===== src/rtl/bmpdec_pkg.sv =====
// shared constants and types for the bmp stream pixel decoder
`timescale 1ns / 1ps

package bmpdec_pkg;

    // image size bounds
    localparam int MAX_WIDTH  = 4096;
    localparam int MAX_HEIGHT = 4096;
    localparam int WIDTH_W    = $clog2(MAX_WIDTH + 1);
    localparam int HEIGHT_W   = $clog2(MAX_HEIGHT + 1);

    typedef logic [WIDTH_W-1:0]  width_t;
    typedef logic [HEIGHT_W-1:0] height_t;

    // result kinds
    typedef logic [2:0] kind_t;
    localparam kind_t KIND_PIXEL     = 3'd0;
    localparam kind_t KIND_SIGNATURE = 3'd1;
    localparam kind_t KIND_HEADER    = 3'd2;
    localparam kind_t KIND_DEPTH     = 3'd3;
    localparam kind_t KIND_SIZE      = 3'd4;
    localparam kind_t KIND_TRUNC     = 3'd5;

    // decoder phases
    typedef logic [2:0] phase_t;
    localparam phase_t PH_FILE  = 3'd0;
    localparam phase_t PH_DIB   = 3'd1;
    localparam phase_t PH_SKIP  = 3'd2;
    localparam phase_t PH_PIXEL = 3'd3;
    localparam phase_t PH_PAD   = 3'd4;
    localparam phase_t PH_DONE  = 3'd5;
    localparam phase_t PH_HALT  = 3'd6;

    // bytes per pixel codes
    localparam logic [2:0] BPP_24 = 3'd3;
    localparam logic [2:0] BPP_32 = 3'd4;

endpackage


===== src/rtl/bmpdec_byte_if.sv =====
// valid/ready channel carrying one file byte per transfer
`timescale 1ns / 1ps

interface bmpdec_byte_if;
    logic       valid;
    logic       ready;
    logic [7:0] data_byte;
    logic       last_byte;

    modport source (output valid, output data_byte, output last_byte, input ready);
    modport sink   (input valid, input data_byte, input last_byte, output ready);
endinterface


===== src/rtl/bmpdec_pixel_if.sv =====
// valid/ready channel carrying one decoded pixel or error per transfer
`timescale 1ns / 1ps

interface bmpdec_pixel_if import bmpdec_pkg::*; ();
    logic       valid;
    logic       ready;
    logic [7:0] red;
    logic [7:0] green;
    logic [7:0] blue;
    logic [7:0] alpha;
    kind_t      kind;
    logic       row_end;
    logic       image_end;

    modport source (output valid, output red, output green, output blue, output alpha,
                    output kind, output row_end, output image_end, input ready);
    modport sink   (input valid, input red, input green, input blue, input alpha,
                    input kind, input row_end, input image_end, output ready);
endinterface


===== src/rtl/bmp_stream_pixel_decoder.sv =====
// bmp byte stream decoder: header parse, padding drop, bgr to rgb pixel output
// latency: a result is valid in the cycle after the byte that causes it is transferred
// throughput: one byte per cycle while the input is not stalled; decoder state updates only on a transferred byte
// the input stalls only while the single output register holds a result not yet taken
// reset: asynchronous, active low; returns to the file header phase with all counts at zero
// a byte marked last also returns all decoder state to the reset values
`timescale 1ns / 1ps

module bmp_stream_pixel_decoder import bmpdec_pkg::*;
(
    input  logic             clk,
    input  logic             rst_n,
    bmpdec_byte_if.sink      stream,
    bmpdec_pixel_if.source   pixels
);

    // header byte positions
    localparam logic [4:0] POS_SIG_LOW  = 5'd1 - 5'd1;
    localparam logic [4:0] POS_SIG_HIGH = 5'd1;
    localparam logic [4:0] POS_OFF_LO   = 5'd10;
    localparam logic [4:0] POS_OFF_HI   = 5'd13;
    localparam logic [4:0] POS_DIB_LO   = 5'd14;
    localparam logic [4:0] POS_DIB_HI   = 5'd17;
    localparam logic [4:0] POS_WID_LO   = 5'd18;
    localparam logic [4:0] POS_WID_HI   = 5'd21;
    localparam logic [4:0] POS_HGT_LO   = 5'd22;
    localparam logic [4:0] POS_HGT_HI   = 5'd25;
    localparam logic [4:0] POS_DEP_LO   = 5'd28;
    localparam logic [4:0] POS_DEP_HI   = 5'd29;
    localparam logic [7:0] SIG_B        = 8'h42;
    localparam logic [7:0] SIG_M        = 8'h4D;
    localparam logic [31:0] MIN_DIB     = 32'd24;
    localparam logic [32:0] FILE_HDR    = 33'd14;
    localparam logic [31:0] DIB_END_OFS = 32'd13;
    localparam logic [15:0] DEPTH_24    = 16'd24;
    localparam logic [15:0] DEPTH_32    = 16'd32;

    // decoder state
    phase_t       phase_reg, phase_next;
    logic [31:0]  pos_reg, pos_next;
    logic [31:0]  offset_reg, offset_next;
    logic [31:0]  dib_reg, dib_next;
    logic [31:0]  dib_end_reg, dib_end_next;
    width_t       width_reg, width_next;
    logic         width_big_reg, width_big_next;
    height_t      height_reg, height_next;
    logic         height_big_reg, height_big_next;
    logic [15:0]  depth_reg, depth_next;
    logic [2:0]   bpp_reg, bpp_next;
    width_t       col_reg, col_next;
    height_t      row_reg, row_next;
    logic [1:0]   bip_reg, bip_next;
    logic [1:0]   pad_reg, pad_next;
    logic [7:0]   sig_reg, sig_next;
    logic [7:0]   pb_reg [3];
    logic         pb_we;

    // output register
    logic         out_valid_reg;
    logic [7:0]   red_reg, green_reg, blue_reg, alpha_reg;
    kind_t        kind_reg;
    logic         row_end_reg, image_end_reg;

    // per-byte result
    logic         res_valid;
    logic [7:0]   res_red, res_green, res_blue, res_alpha;
    kind_t        res_kind;
    logic         res_row_end, res_image_end;

    logic         in_fire;
    logic [7:0]   byte_in;
    logic         last_in;

    assign in_fire = stream.valid && stream.ready;
    assign byte_in = stream.data_byte;
    assign last_in = stream.last_byte;
    assign stream.ready = !out_valid_reg || pixels.ready;

    // next state and result for the byte on the input
    always_comb
    begin
        logic        small_pos;
        logic [4:0]  p5;
        logic [31:0] pos_inc;
        logic [31:0] lane_val;
        logic        dib_end_hit;
        logic        pix_done;
        logic [2:0]  bip_inc;
        width_t      col_inc;
        height_t     row_inc;
        logic [1:0]  pad_dec;
        kind_t       err;

        small_pos = (pos_reg[31:5] == '0);
        p5        = pos_reg[4:0];
        pos_inc   = pos_reg + 32'd1;
        // header fields start at positions equal to 2 mod 4 (depth at 0 mod 4)
        lane_val  = {24'd0, byte_in} << {(p5[1:0] - 2'd2), 3'b000};
        bip_inc   = {1'b0, bip_reg} + 3'd1;
        col_inc   = col_reg + width_t'(1);
        row_inc   = row_reg + height_t'(1);
        pad_dec   = (pad_reg != 2'd0) ? (pad_reg - 2'd1) : 2'd0;
        dib_end_hit = 1'b0;
        pix_done  = 1'b0;
        err       = KIND_PIXEL;

        phase_next      = phase_reg;
        pos_next        = pos_reg;
        offset_next     = offset_reg;
        dib_next        = dib_reg;
        dib_end_next    = dib_end_reg;
        width_next      = width_reg;
        width_big_next  = width_big_reg;
        height_next     = height_reg;
        height_big_next = height_big_reg;
        depth_next      = depth_reg;
        bpp_next        = bpp_reg;
        col_next        = col_reg;
        row_next        = row_reg;
        bip_next        = bip_reg;
        pad_next        = pad_reg;
        sig_next        = sig_reg;
        pb_we           = 1'b0;

        res_valid     = 1'b0;
        res_red       = (bip_reg == 2'd2) ? byte_in : pb_reg[2];
        res_green     = pb_reg[1];
        res_blue      = pb_reg[0];
        res_alpha     = (bpp_reg == BPP_32) ? byte_in : 8'd0;
        res_kind      = KIND_PIXEL;
        res_row_end   = 1'b0;
        res_image_end = 1'b0;

        unique case (phase_reg)
            PH_FILE, PH_DIB:
            begin
                // field capture by byte position
                if (small_pos && p5 == POS_SIG_LOW)
                begin
                    sig_next = byte_in;
                end
                else if (small_pos && p5 == POS_SIG_HIGH)
                begin
                    if (!(sig_reg == SIG_B && byte_in == SIG_M))
                        err = KIND_SIGNATURE;
                end
                else if (small_pos && p5 >= POS_OFF_LO && p5 <= POS_OFF_HI)
                begin
                    offset_next = offset_reg | lane_val;
                end
                else if (small_pos && p5 >= POS_DIB_LO && p5 <= POS_DIB_HI)
                begin
                    dib_next = dib_reg | lane_val;
                    if (p5 == POS_DIB_HI)
                    begin
                        dib_end_next = dib_next + DIB_END_OFS;
                        if (dib_next < MIN_DIB ||
                            {1'b0, offset_reg} < FILE_HDR + {1'b0, dib_next})
                            err = KIND_HEADER;
                    end
                end
                else if (small_pos && p5 >= POS_WID_LO && p5 <= POS_WID_HI)
                begin
                    width_next     = width_reg | lane_val[WIDTH_W-1:0];
                    width_big_next = width_big_reg | (|lane_val[31:WIDTH_W]);
                end
                else if (small_pos && p5 >= POS_HGT_LO && p5 <= POS_HGT_HI)
                begin
                    height_next     = height_reg | lane_val[HEIGHT_W-1:0];
                    height_big_next = height_big_reg | (|lane_val[31:HEIGHT_W]);
                end
                else if (small_pos && (p5 == POS_DEP_LO || p5 == POS_DEP_HI))
                begin
                    depth_next = depth_reg | (p5[0] ? {byte_in, 8'd0} : {8'd0, byte_in});
                end

                // end of dib header: depth then size checks
                dib_end_hit = !(small_pos && p5 <= POS_DIB_HI) && (pos_reg == dib_end_reg);
                if (err == KIND_PIXEL && dib_end_hit)
                begin
                    if (depth_reg == DEPTH_24)
                        bpp_next = BPP_24;
                    else if (depth_reg == DEPTH_32)
                        bpp_next = BPP_32;
                    else
                        err = KIND_DEPTH;
                    if (err == KIND_PIXEL &&
                        ((width_reg == '0 && !width_big_reg) || width_big_reg ||
                         width_reg > width_t'(MAX_WIDTH) ||
                         (height_reg == '0 && !height_big_reg) || height_big_reg ||
                         height_reg > height_t'(MAX_HEIGHT)))
                        err = KIND_SIZE;
                    if (err == KIND_PIXEL)
                        phase_next = (offset_reg == pos_inc) ? PH_PIXEL : PH_SKIP;
                end
                else if (err == KIND_PIXEL && pos_inc >= 32'd14)
                begin
                    phase_next = PH_DIB;
                end
                pos_next = pos_inc;
            end
            PH_SKIP:
            begin
                if (pos_inc >= offset_reg)
                    phase_next = PH_PIXEL;
                pos_next = pos_inc;
            end
            PH_PIXEL:
            begin
                pb_we = (bip_reg != 2'd3);
                if (bip_inc >= bpp_reg)
                begin
                    pix_done = 1'b1;
                    bip_next = 2'd0;
                    if (col_inc >= width_reg)
                    begin
                        res_row_end = 1'b1;
                        col_next    = '0;
                        row_next    = row_inc;
                        if (row_inc >= height_reg)
                        begin
                            res_image_end = 1'b1;
                            phase_next    = PH_DONE;
                        end
                        else if (bpp_reg == BPP_24)
                        begin
                            // 3*width mod 4 padding works out to width mod 4
                            pad_next = width_reg[1:0];
                            if (width_reg[1:0] != 2'd0)
                                phase_next = PH_PAD;
                        end
                    end
                    else
                    begin
                        col_next = col_inc;
                    end
                end
                else
                begin
                    bip_next = bip_inc[1:0];
                end
            end
            PH_PAD:
            begin
                pad_next = pad_dec;
                if (pad_dec == 2'd0)
                    phase_next = PH_PIXEL;
            end
            default:
            begin
            end
        endcase

        // error, truncation or pixel
        priority if (err != KIND_PIXEL)
        begin
            phase_next = PH_HALT;
            res_valid  = 1'b1;
            res_kind   = err;
        end
        else if (last_in && phase_next != PH_DONE && phase_next != PH_HALT)
        begin
            res_valid = 1'b1;
            res_kind  = KIND_TRUNC;
        end
        else if (pix_done)
        begin
            res_valid = 1'b1;
        end
        else
        begin
            res_valid = 1'b0;
        end

        if (res_kind != KIND_PIXEL)
        begin
            res_red       = 8'd0;
            res_green     = 8'd0;
            res_blue      = 8'd0;
            res_alpha     = 8'd0;
            res_row_end   = 1'b0;
            res_image_end = 1'b0;
        end

        // end of file returns everything to reset
        if (last_in)
        begin
            phase_next      = PH_FILE;
            pos_next        = '0;
            offset_next     = '0;
            dib_next        = '0;
            dib_end_next    = '0;
            width_next      = '0;
            width_big_next  = 1'b0;
            height_next     = '0;
            height_big_next = 1'b0;
            depth_next      = '0;
            bpp_next        = '0;
            col_next        = '0;
            row_next        = '0;
            bip_next        = '0;
            pad_next        = '0;
            sig_next        = '0;
        end
    end

    // decoder state registers
    always_ff @(posedge clk or negedge rst_n)
    begin
        if (!rst_n)
        begin
            phase_reg      <= PH_FILE;
            pos_reg        <= '0;
            offset_reg     <= '0;
            dib_reg        <= '0;
            dib_end_reg    <= '0;
            width_reg      <= '0;
            width_big_reg  <= 1'b0;
            height_reg     <= '0;
            height_big_reg <= 1'b0;
            depth_reg      <= '0;
            bpp_reg        <= '0;
            col_reg        <= '0;
            row_reg        <= '0;
            bip_reg        <= '0;
            pad_reg        <= '0;
            sig_reg        <= '0;
        end
        else if (in_fire)
        begin
            phase_reg      <= phase_next;
            pos_reg        <= pos_next;
            offset_reg     <= offset_next;
            dib_reg        <= dib_next;
            dib_end_reg    <= dib_end_next;
            width_reg      <= width_next;
            width_big_reg  <= width_big_next;
            height_reg     <= height_next;
            height_big_reg <= height_big_next;
            depth_reg      <= depth_next;
            bpp_reg        <= bpp_next;
            col_reg        <= col_next;
            row_reg        <= row_next;
            bip_reg        <= bip_next;
            pad_reg        <= pad_next;
            sig_reg        <= sig_next;
        end
    end

    // pixel byte holding registers
    always_ff @(posedge clk)
    begin
        if (in_fire && pb_we)
            pb_reg[bip_reg] <= byte_in;
    end

    // result register
    always_ff @(posedge clk or negedge rst_n)
    begin
        if (!rst_n)
            out_valid_reg <= 1'b0;
        else if (in_fire)
            out_valid_reg <= res_valid;
        else if (pixels.ready)
            out_valid_reg <= 1'b0;
    end

    always_ff @(posedge clk)
    begin
        if (in_fire)
        begin
            red_reg       <= res_red;
            green_reg     <= res_green;
            blue_reg      <= res_blue;
            alpha_reg     <= res_alpha;
            kind_reg      <= res_kind;
            row_end_reg   <= res_row_end;
            image_end_reg <= res_image_end;
        end
    end

    assign pixels.valid     = out_valid_reg;
    assign pixels.red       = red_reg;
    assign pixels.green     = green_reg;
    assign pixels.blue      = blue_reg;
    assign pixels.alpha     = alpha_reg;
    assign pixels.kind      = kind_reg;
    assign pixels.row_end   = row_end_reg;
    assign pixels.image_end = image_end_reg;

    // checks
    a_image_end_closes_row: assert property (@(posedge clk) disable iff (!rst_n)
        pixels.valid && pixels.image_end |-> pixels.row_end)
        else $error("image end without row end");

    a_error_fields_zero: assert property (@(posedge clk) disable iff (!rst_n)
        pixels.valid && pixels.kind != KIND_PIXEL |->
            pixels.red == 8'd0 && pixels.alpha == 8'd0 && !pixels.row_end)
        else $error("error result carries pixel data");

    a_pixel_phase_depth: assert property (@(posedge clk) disable iff (!rst_n)
        phase_reg == PH_PIXEL |-> bpp_reg == BPP_24 || bpp_reg == BPP_32)
        else $error("pixel phase without a valid depth");

    a_last_restarts: assert property (@(posedge clk) disable iff (!rst_n)
        in_fire && last_in |=> phase_reg == PH_FILE && pos_reg == '0 && row_reg == '0)
        else $error("decoder not restarted after last byte");

endmodule

===== src/flat_wrapper.sv =====
// flat-port wrapper written by rule: the top's interface ports become plain ports
module bmp_stream_pixel_decoder_flat import bmpdec_pkg::*;
  (clk, rst_n, stream_valid, stream_data_byte, stream_last_byte, stream_ready, pixels_valid, pixels_red, pixels_green, pixels_blue, pixels_alpha, pixels_kind, pixels_row_end, pixels_image_end, pixels_ready);
  bmpdec_byte_if stream_i ();
  bmpdec_pixel_if pixels_i ();
  input  logic clk;
  input  logic rst_n;
  input wire logic [$bits(stream_i.valid)-1:0] stream_valid;
  input wire logic [$bits(stream_i.data_byte)-1:0] stream_data_byte;
  input wire logic [$bits(stream_i.last_byte)-1:0] stream_last_byte;
  output wire logic [$bits(stream_i.ready)-1:0] stream_ready;
  output wire logic [$bits(pixels_i.valid)-1:0] pixels_valid;
  output wire logic [$bits(pixels_i.red)-1:0] pixels_red;
  output wire logic [$bits(pixels_i.green)-1:0] pixels_green;
  output wire logic [$bits(pixels_i.blue)-1:0] pixels_blue;
  output wire logic [$bits(pixels_i.alpha)-1:0] pixels_alpha;
  output wire logic [$bits(pixels_i.kind)-1:0] pixels_kind;
  output wire logic [$bits(pixels_i.row_end)-1:0] pixels_row_end;
  output wire logic [$bits(pixels_i.image_end)-1:0] pixels_image_end;
  input wire logic [$bits(pixels_i.ready)-1:0] pixels_ready;
  assign stream_i.valid = stream_valid;
  assign stream_i.data_byte = stream_data_byte;
  assign stream_i.last_byte = stream_last_byte;
  assign stream_ready = stream_i.ready;
  assign pixels_valid = pixels_i.valid;
  assign pixels_red = pixels_i.red;
  assign pixels_green = pixels_i.green;
  assign pixels_blue = pixels_i.blue;
  assign pixels_alpha = pixels_i.alpha;
  assign pixels_kind = pixels_i.kind;
  assign pixels_row_end = pixels_i.row_end;
  assign pixels_image_end = pixels_i.image_end;
  assign pixels_i.ready = pixels_ready;
  bmp_stream_pixel_decoder u_core (.clk(clk), .rst_n(rst_n), .stream(stream_i), .pixels(pixels_i));
endmodule

===== config.mk =====
export PLATFORM = sky130hd
export DESIGN_NAME = bmp_stream_pixel_decoder_flat
export DESIGN_NICKNAME = d
export VERILOG_FILES = /design/src/rtl/bmpdec_pkg.sv /design/src/rtl/bmpdec_byte_if.sv /design/src/rtl/bmpdec_pixel_if.sv /design/src/rtl/bmp_stream_pixel_decoder.sv /design/src/flat_wrapper.sv
export SDC_FILE = /design/constraint.sdc
export NUM_CORES = 1
export LEC_CHECK = 0
export BUFFER_PORTS_ARGS = -buffer_cell sky130_fd_sc_hd__buf_2
export CAP_MARGIN = 5
export CORE_AREA = 2 2 224 226
export DETAILED_ROUTE_END_ITERATION = 7
export DIE_AREA = 0 0 226 228
export GPL_TIMING_DRIVEN = 0
export PLACE_DENSITY = 0.61
export SLEW_MARGIN = 20
export SYNTH_ARGS = -nofsm -noshare
export SYNTH_HDL_FRONTEND = slang
export SYNTH_SLANG_ARGS = --single-unit

===== constraint.sdc =====
create_clock -name clk -period 5.19 [get_ports clk]
set_input_delay 0.519 -clock clk [delete_from_list [all_inputs] [get_ports clk]]
set_output_delay 0.519 -clock clk [all_outputs]
set_load 0.03 [all_outputs]

==> results.md, run 1 <==
- Setup Slack @ Placement: -2.00 ns
- Via-per-instance ratio: approximately 5.6
- Drt wl/cell: between 20 and 25 um
- Global-route wire length before repair: 88.3 mm
- Hold EP: u_core.pb_reg[2][7]$_DFFE_PP_
- Routability cong.: 0.965
- Number of cell rows: 82
- Remaining DRCs: 0
- Most used DFF post-synth: dfrtp_1
- Switch share: 36.1%
- Unique masters post-synth: 92
- Syn nets: roughly 2k
- Critical Path RT: between 5 and 6 ns
- Tmin final: slightly above 5 ns
- Placed cells: 2592
- Area Growth Syn to Fin: 15.1%
- Leak: 8.70 nW
- Reg2reg start: u_core.pos_reg[0]$_DFFE_PN0P_
- CP arrival: roughly 5.4 ns
- Cell Int Power: roughly 4.4 mW
- Grt ovf: 0
- Pre-antenna DRT Iters: 8
- H-tree Lvls: 1
- R2r endpoint: u_core.pixels.alpha[0]$_SDFFCE_PP0P_
- Max clock buf depth: 3
- Period utilization: 98.2%
- Yosys reg bits: around 280
- Final Setup Violations: 0
- Antenna violations before repair: 0
- Clock-pin slew on the worst setup and hold paths: 0.06 ns
- Finished Layout Cells: roughly 2.7k
- IO Pins: between 50 and 60
- HP Start: stream_data_byte[7]
- Synthesized area: 17000 um^2
- Ratio of cells with drive above 1 in the final layout: between 10% and 20%
- EDFF count, synth: 61
- Vias in the first global route: between 10k and 15k
- Routed vias: between 10k and 15k
- IO buf count: 51
- Clk sink count: between 200 and 300
- DIE WIDTH: about 230 um
- Largest net degree at the start of global routing: 94
- CTS tree: done
- Hold_ws: 0.195 ns
- Seq/Total Area, Yosys: between 40% and 50%
- Max Fclk: between 150 and 200 MHz
- Worst-path fanout max: 10
- GRT Total Usage: between 20 and 25%
- Cts bufs inserted: 31
- Die height: approximately 230 um
- R2R cell count: 19
- Die ar.: between 50000 and 60000 um^2
- Sequential power share: between 30% and 40%
- PwrDens: ~350 nW/um^2
- Hold Fails Final Rpt: 0
- Layout Skew: 0.0172 ns
- Yosys Warn Count: 0
- Setup TNS: 0 ns
- Worst-Skew Late Latency: a little under 0.6 ns
- ANT nets after route: 0
- Flop2flop setup slack: around 0.09 ns
- Clock Power Share: roughly 33%
- Slew at the pin closest to its max-slew limit: 0.996 ns
- Root buffer cell: clkbuf_16
- Hold Path Cell Cnt: 1
- Max Slew Vio Count: 0
- Core Region: roughly 50000 um^2
- Avg Inst Size Synth: 9.13 um^2
- CP Class: reg2reg
- Comb pwr share: 30.3%
- Max rail drop VDD: around 0.00026 V
- Hold WC Path Type: in2reg
- Initial DRC Count: 1519
- Status: finished clean
- Initial core utilization: between 30% and 40%
- Setup ws final: ~0.09 ns
- Crit. End Element: register
- Synthesized instance count: between 1.5k and 2k
- N_diodes: 0
- NetSw: about 2.5 mW
- Critical Path Source Type: register
- Final #Nets: 2077
- Ys async rst share: between 70% and 80%
- Total Wirelength: slightly below 60 mm
- Post-detail-place hpwl: around 44 mm
- Maximum Capacitance Violations: 0
- Slew HR: 33.0%
[area by class of cell]
type	count	area, um^2
clock buffers	44	896
plain buffers	110	497
clock inverters	14	163
well taps	672	841
flip-flops and latches	277	7240
fillers	4856	29700
inverters	83	314
multi-input cells	1389	9210
repair buffers	67	440
[synth_stat cells, drive strengths merged (14+ instances only)]
cell	number	share of area (%)
nor2	230	5.2
inv	83	1.8
nand2b	25	0.96
clkbuf	82	1.8
edfxtp	61	11
o21ai	118	3.5
nand4	34	1.3
nor4	36	1.5
xor2	85	4.4
nand2	117	2.6
a21oi	178	5.4
dfrtp	216	32
ha	105	7.7
and2	42	1.5
a32o	15	0.88
a22o	41	2.1
nand3	57	1.7
buf	35	1.2
and3	39	1.5
xnor2	52	2.7
o31ai	14	0.62
a31oi	15	0.55
nor3	32	1.1
[timing repair]
item / CTS / global route
setup buffers: 3 / 9
resized for setup: 30 / 31
hold endpoints to repair: 31 / 0
pin swaps: 4 / 5
hold buffers: 1 / 0
endpoints found under the setup margin: 41 / 39
[power groups by stage]
stage	registers, mW	clock network, mW	logic, mW
floorplan	2.66	0	1.19
global placement	2.55	0	1.96
detailed placement	2.56	0	2.00
CTS	2.52	2.35	2.03
global route	2.54	2.43	2.25
finish	2.52	2.30	2.10
[per-layer routing]
layer,part of all wire (%),track usage [%],vias up
met5,0,0,-
met4,4.5,9.29,0
met3,7.8,3.28,114
met2,45,35.6,612
met1,42,30.5,7395
li1,-,-,6835
[cells in the final DEF, fill, tap and decap left out, types with 6 or more instances in the layout]
cell	synthesis	final
nor2_1	227	221
dfrtp_1	216	214
a21oi_1	173	170
nand2_1	115	114
o21ai_0	114	111
ha_1	105	104
xor2_1	85	81
inv_1	80	79
clkbuf_1	82	78
buf_2	22	71
edfxtp_1	61	61
nand3_1	57	55
xnor2_1	52	51
a22o_1	41	41
and2_1	40	39
and3_1	38	33
nand4_1	33	33
nor4_1	34	33
clkbuf_16	0	32
nor3_1	29	26
nand2b_1	24	24
buf_4	3	15
a31oi_1	15	15
a32o_1	15	15
o31ai_1	14	14
a21o_1	11	11
and4_1	11	10
or3_1	10	10
a211oi_1	10	10
mux2i_1	10	10
o22ai_1	9	9
nor2b_1	7	7
o21ai_1	3	6
nand3b_1	6	6
o211ai_1	6	6
[cells by family after synthesis]
| logic type | Yosys count | synth area share (%) |
|---|---|---|
| AND/OR/NAND/NOR | 674 | 20.3 |
| multiplexers | 13 | 0.786 |
| buffers and inverters | 200 | 4.87 |
| adder cells (fa/ha/maj) | 105 | 7.71 |
| AO/OA/AOI/OAI | 460 | 16.8 |
| flip-flops | 277 | 42.5 |
| XOR/XNOR | 137 | 7.04 |
[critical path, cell delays in order, from the launching register on]
cell       delay [ns]
dfrtp_2          0.46
buf_6            0.17
buf_6            0.15
or2_1            0.34
a21oi_4          0.25
nand4_1          0.16
or4_1            0.56
nor2_2           0.17
xor2_2           0.28
ha_1             0.31
a21oi_1          0.15
o21ai_0          0.09
a21o_1           0.18
a211oi_1         0.33
and4b_1          0.29
o2111ai_1        0.16
and3_1           0.25
buf_6            0.15
and3_4           0.21
and2_1           0.16
[through the flow]
step	utilization, %	cell area [um^2]	total power [mW]
2_1_floorplan	-	17000	3.85
3_3_place_gp	36.7	18100	4.52
3_5_place_dp	36.9	18200	4.55
4_1_cts	39.4	19400	6.90
5_1_grt	39.7	19600	7.23
6_report	39.7	19600	6.93
[how the worst max path moves through the flow]
stage                                   start                                   end  slack (ns)  depth (start not counted)
2_1_floorplan  u_core.pos_reg[10]$_DFFE_PN0P_  u_core.pixels.alpha[6]$_SDFFCE_PP0P_        0.83                         20
3_3_place_gp              stream_data_byte[2]  u_core.pixels.alpha[4]$_SDFFCE_PP0P_       -2.57                         21
3_5_place_dp              stream_data_byte[2]  u_core.pixels.alpha[0]$_SDFFCE_PP0P_       -2.00                         21
4_1_cts         u_core.pos_reg[1]$_DFFE_PN0P_  u_core.pixels.alpha[0]$_SDFFCE_PP0P_        0.01                         22
5_1_grt         u_core.pos_reg[0]$_DFFE_PN0P_  u_core.pixels.alpha[6]$_SDFFCE_PP0P_      -0.004                         19
6_report        u_core.pos_reg[0]$_DFFE_PN0P_  u_core.pixels.alpha[0]$_SDFFCE_PP0P_        0.09                         19
(Power assumes the default switching activity.)
==> run 2: changes to the inputs <==
--- a/config.mk
+++ b/config.mk
@@ -7,11 +7,12 @@
 export LEC_CHECK = 0
 export BUFFER_PORTS_ARGS = -buffer_cell sky130_fd_sc_hd__buf_2
 export CAP_MARGIN = 5
-export CORE_AREA = 2 2 224 226
+export CORE_AREA = 2 2 242 244
 export DETAILED_ROUTE_END_ITERATION = 7
-export DIE_AREA = 0 0 226 228
+export DIE_AREA = 0 0 244 246
 export GPL_TIMING_DRIVEN = 0
-export PLACE_DENSITY = 0.61
+export PLACE_DENSITY = 0.55
+export SETUP_SLACK_MARGIN = 0.15
 export SLEW_MARGIN = 20
 export SYNTH_ARGS = -nofsm -noshare
 export SYNTH_HDL_FRONTEND = slang
==> run 2 against run 1 <==
  * Clock-buffer cell count unchanged
  * Non-clock buffer count up 16
  * Total power increased by 2.4%
  * Final cell count grew 4.2%
  * Register-to-register slack improved by 0.14 ns
  * Via count fell by 0.64%
  * Largest cell class unchanged
  * Largest power group unchanged
==> results.md, run 2 (synthesis results as in run 1) <==
- Status: finished clean
- Flop2flop setup slack: 0.23 ns (+0.14 ns)
- Family with the most delay on the worst path: simple AND/OR/NAND/NOR gates
- Reg2reg start: u_core.pos_reg[1]$_DFFE_PN0P_
- Register area: 7240 um^2 (unchanged)
- Hold Fails Final Rpt: 0 (unchanged)
- Remaining DRCs: 0 (unchanged)
- R2R cell count: 19 (unchanged)
- Final #Nets: 2096 (+0.91%)
- DP Area: 18300 um^2 (+0.60%)
- Vias in the first global route: 14.3k (-0.66%)
- Worst-Skew Late Latency: 0.56 ns (-0.03 ns)
- Routed vias: 14.9k (-0.64%)
- Clk sink count: 277 (unchanged)
- CP Class: reg2reg
- Crit path launch: u_core.pos_reg[1]$_DFFE_PN0P_
- RSZ-0062 raised after global routing: false
- Fin area: 20000 um^2 (+2.0%)
- Slew at the pin closest to its max-slew limit: 0.909 ns (-0.0870 ns)
- Global-route wire length before repair: 90.2 mm (+2.2%)
- Tot Pwr: 7.09 mW (+2.4%)
- Core Region: 57400 um^2 (+16%)
- Top Metal Used: met4
- Area Growth Syn to Fin: 17.4%
- M1 wire length: 26.5 mm (+7.6%)
- Critical path's slowest cell: dfrtp_2
- Critical Path Source Type: register
- Bufs and invs on worst path: 5 (+2)
- Met3 WL: 3.81 mm (-16%)
- Pre-antenna DRT Iters: 6 (-2)
- Most frequent cells in the layout: nor2_1 (219), dfrtp_1 (214), a21oi_1 (166)
- Comb pwr share: 31.1% (+0.8 points)
- H-tree Lvls: 2 (+1)
- Ratio of cells with drive above 1 in the final layout: 13.1% (+1.9 points)
- Cell Int Power: 4.49 mW (+1.5%)
- Initial DRC Count: 1522 (+0.20%)
- WP depth: 19 (unchanged)
- Post-detail-place hpwl: 45.1 mm (+2.5%)
- Initial core utilization: 29.7% (-4.8 points)
- Met2 wire length: 27.5 mm (+4.5%)
- Hold Path Cell Cnt: 1 (unchanged)
- Critical path's largest stage delay: 0.42 ns (-0.14 ns)
- Crit path top cell by count: buf_6
- R2r endpoint: u_core.pixels.alpha[4]$_SDFFCE_PP0P_
- Hold_ws: 0.208 ns (+0.0129 ns)
- Number of cell rows: 88 (+7.3%)
- Die height: 246 um (+7.9%)
- Layout Skew: 0.0160 ns (-0.00122 ns)
- Antenna violations before repair: 2 (+2)
- Max Fclk: 202 MHz (+2.8%)
- CP arrival: 5.37 ns (-0.07 ns)
- PwrDens: 355 nW/um^2 (+0.37%)
- Max clock buf depth: 3 (unchanged)
- DIE WIDTH: 244 um (+8.0%)
- Cts bufs inserted: 34 (+9.7%)
- Clock-pin slew on the worst setup and hold paths: 0.06 ns (about the same)
- Leak: 8.86 nW (+1.8%)
- Period utilization: 95.6% (-2.7 points)
- Slew HR: 39.2% (+6.2 points)
- Root buffer cell: clkbuf_16
- Max rail drop VDD: 0.000243 V (-7.8%)
- GRT Total Usage: 19.8% (-2.6 points)
- Hold EP: u_core.pb_reg[1][7]$_DFFE_PP_
- Grt ovf: 0 (unchanged)
- IO Pins: 52 (unchanged)
- Max Slew Vio Count: 0 (unchanged)
- Total Wirelength: 59.8 mm (+2.8%)
- NetSw: 2.60 mW (+4.1%)
- CTS tree: done
- Worst-path fanout max: 10 (unchanged)
- Sequential power share: 35.5% (-0.9 points)
- Via-per-instance ratio: 5.37 (-4.7%)
- Leading cell type in the layout, fill and taps excluded: nor2_1
- Final Setup Violations: 0 (unchanged)
- Die ar.: 60000 um^2 (+16%)
- Maximum Capacitance Violations: 0 (unchanged)
- Fill count: 5810 (+20%)
- Multi-input logic area: 9310 um^2 (+1.0%)
- Critical Path RT: 5.60 ns (+0.07 ns)
- Cell-by-cell trace of the critical path: buf_6 -> buf_6 -> buf_6 -> and4_1 -> and3_1 -> nand3_1 -> xor2_1 -> inv_1 -> ha_1 -> nand4_1 -> nor3_2 -> o221ai_1 -> a211oi_2 -> o22ai_4 -> o211ai_2 -> and3_1 -> buf_6 -> and3_4 -> and2_1
- Routability cong.: 0.949 (-1.7%)
- ANT nets after route: 0 (unchanged)
- Tmin final: 4.96 ns (-0.138 ns)
- Clock Power Share: 33.4% (about the same)
- IO buf count: 51 (unchanged)
- Hold WC Path Type: in2reg
- Drt wl/cell: 21.6 um (-1.3%)
- Largest net degree at the start of global routing: 75 (-20%)
- HP Start: stream_data_byte[7]
- Switch share: 36.7% (+0.59 points)
- Crit. End Element: register
[run 2: cell type report]
cell class	count	area share [%]
multi-input combinational	1389	46.5
buffer	114	2.66
timing repair buffer	79	2.72
sequential	277	36.2
antenna	1	0.0125
tap	765	4.79
clock inverter	16	0.719
inverter	83	1.57
clock buffer	44	4.80
[run 2: worst max-delay path by stage]
stage                                      endpoint  slack [ns]
6_report       u_core.pixels.alpha[4]$_SDFFCE_PP0P_        0.23
5_1_grt        u_core.pixels.alpha[4]$_SDFFCE_PP0P_        0.13
4_1_cts        u_core.pixels.alpha[4]$_SDFFCE_PP0P_        0.14
3_5_place_dp   u_core.pixels.alpha[4]$_SDFFCE_PP0P_       -2.00
3_3_place_gp   u_core.pixels.alpha[4]$_SDFFCE_PP0P_       -2.01
2_1_floorplan  u_core.pixels.alpha[6]$_SDFFCE_PP0P_        0.83
[run 2: power by group through the flow]
stage / Combinational [mW] / Clock (mW) / Sequential [mW]
after floorplan: 1.19 / 0 / 2.66
after global placement: 2.01 / 0 / 2.55
after detailed placement: 2.04 / 0 / 2.55
after CTS: 2.08 / 2.42 / 2.51
after global routing: 2.37 / 2.50 / 2.53
final: 2.21 / 2.37 / 2.52
[run 2: per-layer routing]
metal  global-route usage, %  vias to the layer above
met3                    3.12                       87
li1                        -                     6886
met4                    6.65                        0
met5                       0                        -
met2                    32.2                      569
met1                    26.8                     7319
[run 2: metrics by stage]
stage	setup TNS (ns)	util (%)	cells	setup WS, ns
after global routing	0	34.9	2767	0.126
after global placement	-154.95	31.8	2682	-2.01
final	0	34.9	2768	0.230
after CTS	0	34.2	2745	0.142
after floorplan	0	-	1866	0.826
after detailed placement	-76.92	32.0	2685	-2.00
[run 2: repair_timing]
action | CTS | global route
gates cloned | 0 | 0
hold buffers | 1 | 0
hold endpoints to repair | 70 | 0
setup endpoints to repair | 41 | 40
buffers inserted | 2 | 22
pin swaps | 5 | 18
gates resized for setup | 41 | 59
[run 2: worst reg2reg max path, stage by stage, from the launching register on]
cell	delay, ns
dfrtp_2	0.42
buf_6	0.21
buf_6	0.20
buf_6	0.19
and4_1	0.32
and3_1	0.28
nand3_1	0.11
xor2_1	0.34
inv_1	0.09
ha_1	0.32
nand4_1	0.11
nor3_2	0.37
o221ai_1	0.34
a211oi_2	0.37
o22ai_4	0.15
o211ai_2	0.22
and3_1	0.20
buf_6	0.17
and3_4	0.26
and2_1	0.16
==> run 3: changes to the inputs <==
--- a/config.mk
+++ b/config.mk
@@ -11,7 +11,6 @@
 export DETAILED_ROUTE_END_ITERATION = 7
 export DIE_AREA = 0 0 244 246
 export GPL_TIMING_DRIVEN = 0
-export PLACE_DENSITY = 0.55
 export SETUP_SLACK_MARGIN = 0.15
 export SLEW_MARGIN = 20
 export SYNTH_ARGS = -nofsm -noshare
==> run 3 against run 2 <==
  * Worst hold slack got worse by 0.051 ns
  * Clock power about the same
  * Sequential power about the same
  * Clock skew increased by 0.012 ns
  * Flip-flop and latch count unchanged
  * Fmax decreased by 1.2%
  * Register-to-register slack got worse by 0.06 ns
  * Via count increased by 1.6%
  * Non-clock buffer count decreased by 9
  * Combinational power decreased by 3%
  * Cell area decreased by 1.0%
  * Core utilization decreased by 0.36 points
  * Largest cell class unchanged
  * Highest routed layer unchanged
==> results.md, run 3 (synthesis results as in run 1) <==
- Slew at the pin closest to its max-slew limit: 0.960 ns (+0.0513 ns)
- NetSw: 2.56 mW (-1.6%)
- CP Class: reg2reg
- Worst-Skew Late Latency: 0.61 ns (+0.05 ns)
- Leak: 8.75 nW (-1.2%)
- Die ar.: 60000 um^2 (unchanged)
- Post-detail-place hpwl: 43.0 mm (-4.7%)
- Largest net degree at the start of global routing: 89 (+19%)
- DIE WIDTH: 244 um (unchanged)
- Global-route wire length before repair: 87.1 mm (-3.4%)
- RSZ-0062 raised after global routing: true
- Period utilization: 96.7% (+1.2 points)
- N_diodes: 0 (-1)
- Setup Slack @ Placement: -1.61 ns (+0.391 ns)
- Hold EP: u_core.pb_reg[2][7]$_DFFE_PP_
- Max clock buf depth: 3 (unchanged)
- Crit. End Element: register
- Grt ovf: 0 (unchanged)
- Ratio of cells with drive above 1 in the final layout: 11.8% (-1.3 points)
- Total Wirelength: 56.9 mm (-4.9%)
- IO buf count: 51 (unchanged)
- Leading cell type in the layout, fill and taps excluded: nor2_1
- Critical Path Source Type: register
- Antenna violations before repair: 2 (unchanged)
- Clock-pin slew on the worst setup and hold paths: 0.07 ns (about the same)
- Drt wl/cell: 20.6 um (-4.5%)
- Core Region: 57400 um^2 (unchanged)
- HP Start: stream_data_byte[7]
- Clock Power Share: 33.6% (+0.2 points)
- IO Pins: 52 (unchanged)
- Worst-path fanout max: 10 (unchanged)
- Hold Path Cell Cnt: 1 (unchanged)
- Routed vias: 15.1k (+1.6%)
- Remaining DRCs: 0 (unchanged)
- Area Growth Syn to Fin: 16.2%
- CP arrival: 5.49 ns (+0.12 ns)
- Root buffer cell: clkbuf_16
- Reg2reg start: u_core.pos_reg[1]$_DFFE_PN0P_
- R2R cell count: 19 (unchanged)
- Clk sink count: 277 (unchanged)
- Final #Nets: 2084 (-0.57%)
- GRT Total Usage: 18.6% (-1.1 points)
- CTS tree: done
- Slew HR: 36.0% (-3.2 points)
- Routability cong.: 1.02 (+7.2%)
- Vias in the first global route: 14.5k (+0.82%)
- Status: finished clean
- R2r endpoint: u_core.pixels.alpha[7]$_SDFFCE_PP0P_
- Maximum Capacitance Violations: 0 (unchanged)
- Sequential power share: 36.0% (+0.5 points)
- Max Fclk: 199 MHz (-1.2%)
- Most frequent cells in the layout: nor2_1 (221), dfrtp_1 (214), a21oi_1 (169)
- PwrDens: 354 nW/um^2 (about the same)
- Via-per-instance ratio: 5.48 (+2.0%)
- Flop2flop setup slack: 0.17 ns (-0.06 ns)
- Cts bufs inserted: 31 (-8.8%)
- Initial core utilization: 29.7% (unchanged)
- H-tree Lvls: 1 (-1)
- Number of cell rows: 88 (unchanged)
- Final Setup Violations: 0 (unchanged)
- Crit path launch: u_core.pos_reg[1]$_DFFE_PN0P_
- Pre-antenna DRT Iters: 7 (+1)
- Setup ws final: 0.171 ns (-0.0597 ns)
- Comb pwr share: 30.4% (-0.7 points)
- Cell Int Power: 4.45 mW (-0.78%)
- Initial DRC Count: 1500 (-1.4%)
- ANT nets after route: 0 (unchanged)
- Hold WC Path Type: in2reg
- Tot Pwr: 7.01 mW (-1.1%)
- Die height: 246 um (unchanged)
- Setup TNS: 0 ns (unchanged)
- Tmin final: 5.02 ns (+0.0597 ns)
- Max rail drop VDD: 0.000263 V (+8.2%)
- Layout Skew: 0.0281 ns (+0.0122 ns)
- Hold Fails Final Rpt: 0 (unchanged)
- Hold_ws: 0.157 ns (-0.0512 ns)
- Max Slew Vio Count: 0 (unchanged)
- Critical Path RT: 5.66 ns (+0.06 ns)
- Switch share: 36.5% (-0.20 points)
## run 3: critical path: stages (launching register included)
cell and delay, ns:
dfrtp_2 0.43, buf_6 0.19, buf_6 0.19, buf_4 0.21
and4_1 0.32, and3_1 0.27, nand3_1 0.11, xor2_1 0.37
inv_1 0.09, ha_1 0.32, nand4_1 0.12, nor3_2 0.36
o221ai_1 0.35, a211oi_4 0.42, o22ai_4 0.16, o211ai_2 0.21
and3_1 0.19, buf_6 0.16, and3_4 0.24, and2_1 0.14
## run 3: how the worst max path moves through the flow
stage                                                end  slack [ns]  cells past startpoint
floorplan           u_core.pixels.alpha[6]$_SDFFCE_PP0P_        0.83                     20
global placement         u_core.pixels.kind[2]$_DFFE_PP_       -1.52                     20
detailed placement       u_core.pixels.kind[2]$_DFFE_PP_       -1.61                     20
CTS                 u_core.pixels.alpha[7]$_SDFFCE_PP0P_        0.15                     21
global route        u_core.pixels.alpha[4]$_SDFFCE_PP0P_        0.13                     20
finish              u_core.pixels.alpha[7]$_SDFFCE_PP0P_        0.17                     19
## run 3: metal layers
metal | vias up | wire length (um) | track usage [%]
met4 | 0 | 2620 | 7.91
met1 | 7357 | 24200 | 25.1
met5 | - | 0 | 0
met2 | 709 | 25400 | 29.7
met3 | 152 | 4700 | 2.95
li1 | 6877 | - | -
## run 3: area by class of cell
class | count | area, um^2
clock inverters | 25 | 284
well taps | 765 | 957
clock buffers | 33 | 793
repair buffers | 69 | 455
multi-input cells | 1389 | 9220
inverters | 83 | 314
flip-flops and latches | 277 | 7240
fillers | 5764 | 37600
plain buffers | 115 | 529
## run 3: power groups by stage
stage                     Combinational (mW)  Clock [mW]  Sequential, mW
after floorplan                         1.19           0            2.66
after global placement                  1.96           0            2.56
after detailed placement                1.99           0            2.55
after CTS                               2.05        2.40            2.52
after global routing                    2.27        2.49            2.54
final                                   2.14        2.36            2.52
## run 3: repair_timing
item | CTS | global route
endpoints found under the hold margin | 64 | 0
hold buffers | 1 | 0
gates resized for setup | 44 | 35
setup endpoints to repair | 41 | 39
setup buffers | 4 | 10
pin swaps | 5 | 11
## run 3: per-stage QoR
stage                     utilization [%]  std cells  area, um^2
after floorplan                         -       1866       17000
after global placement               31.8       2682       18200
after detailed placement             32.0       2685       18300
after CTS                            34.2       2747       19600
after global routing                 34.5       2756       19800
final                                34.5       2756       19800
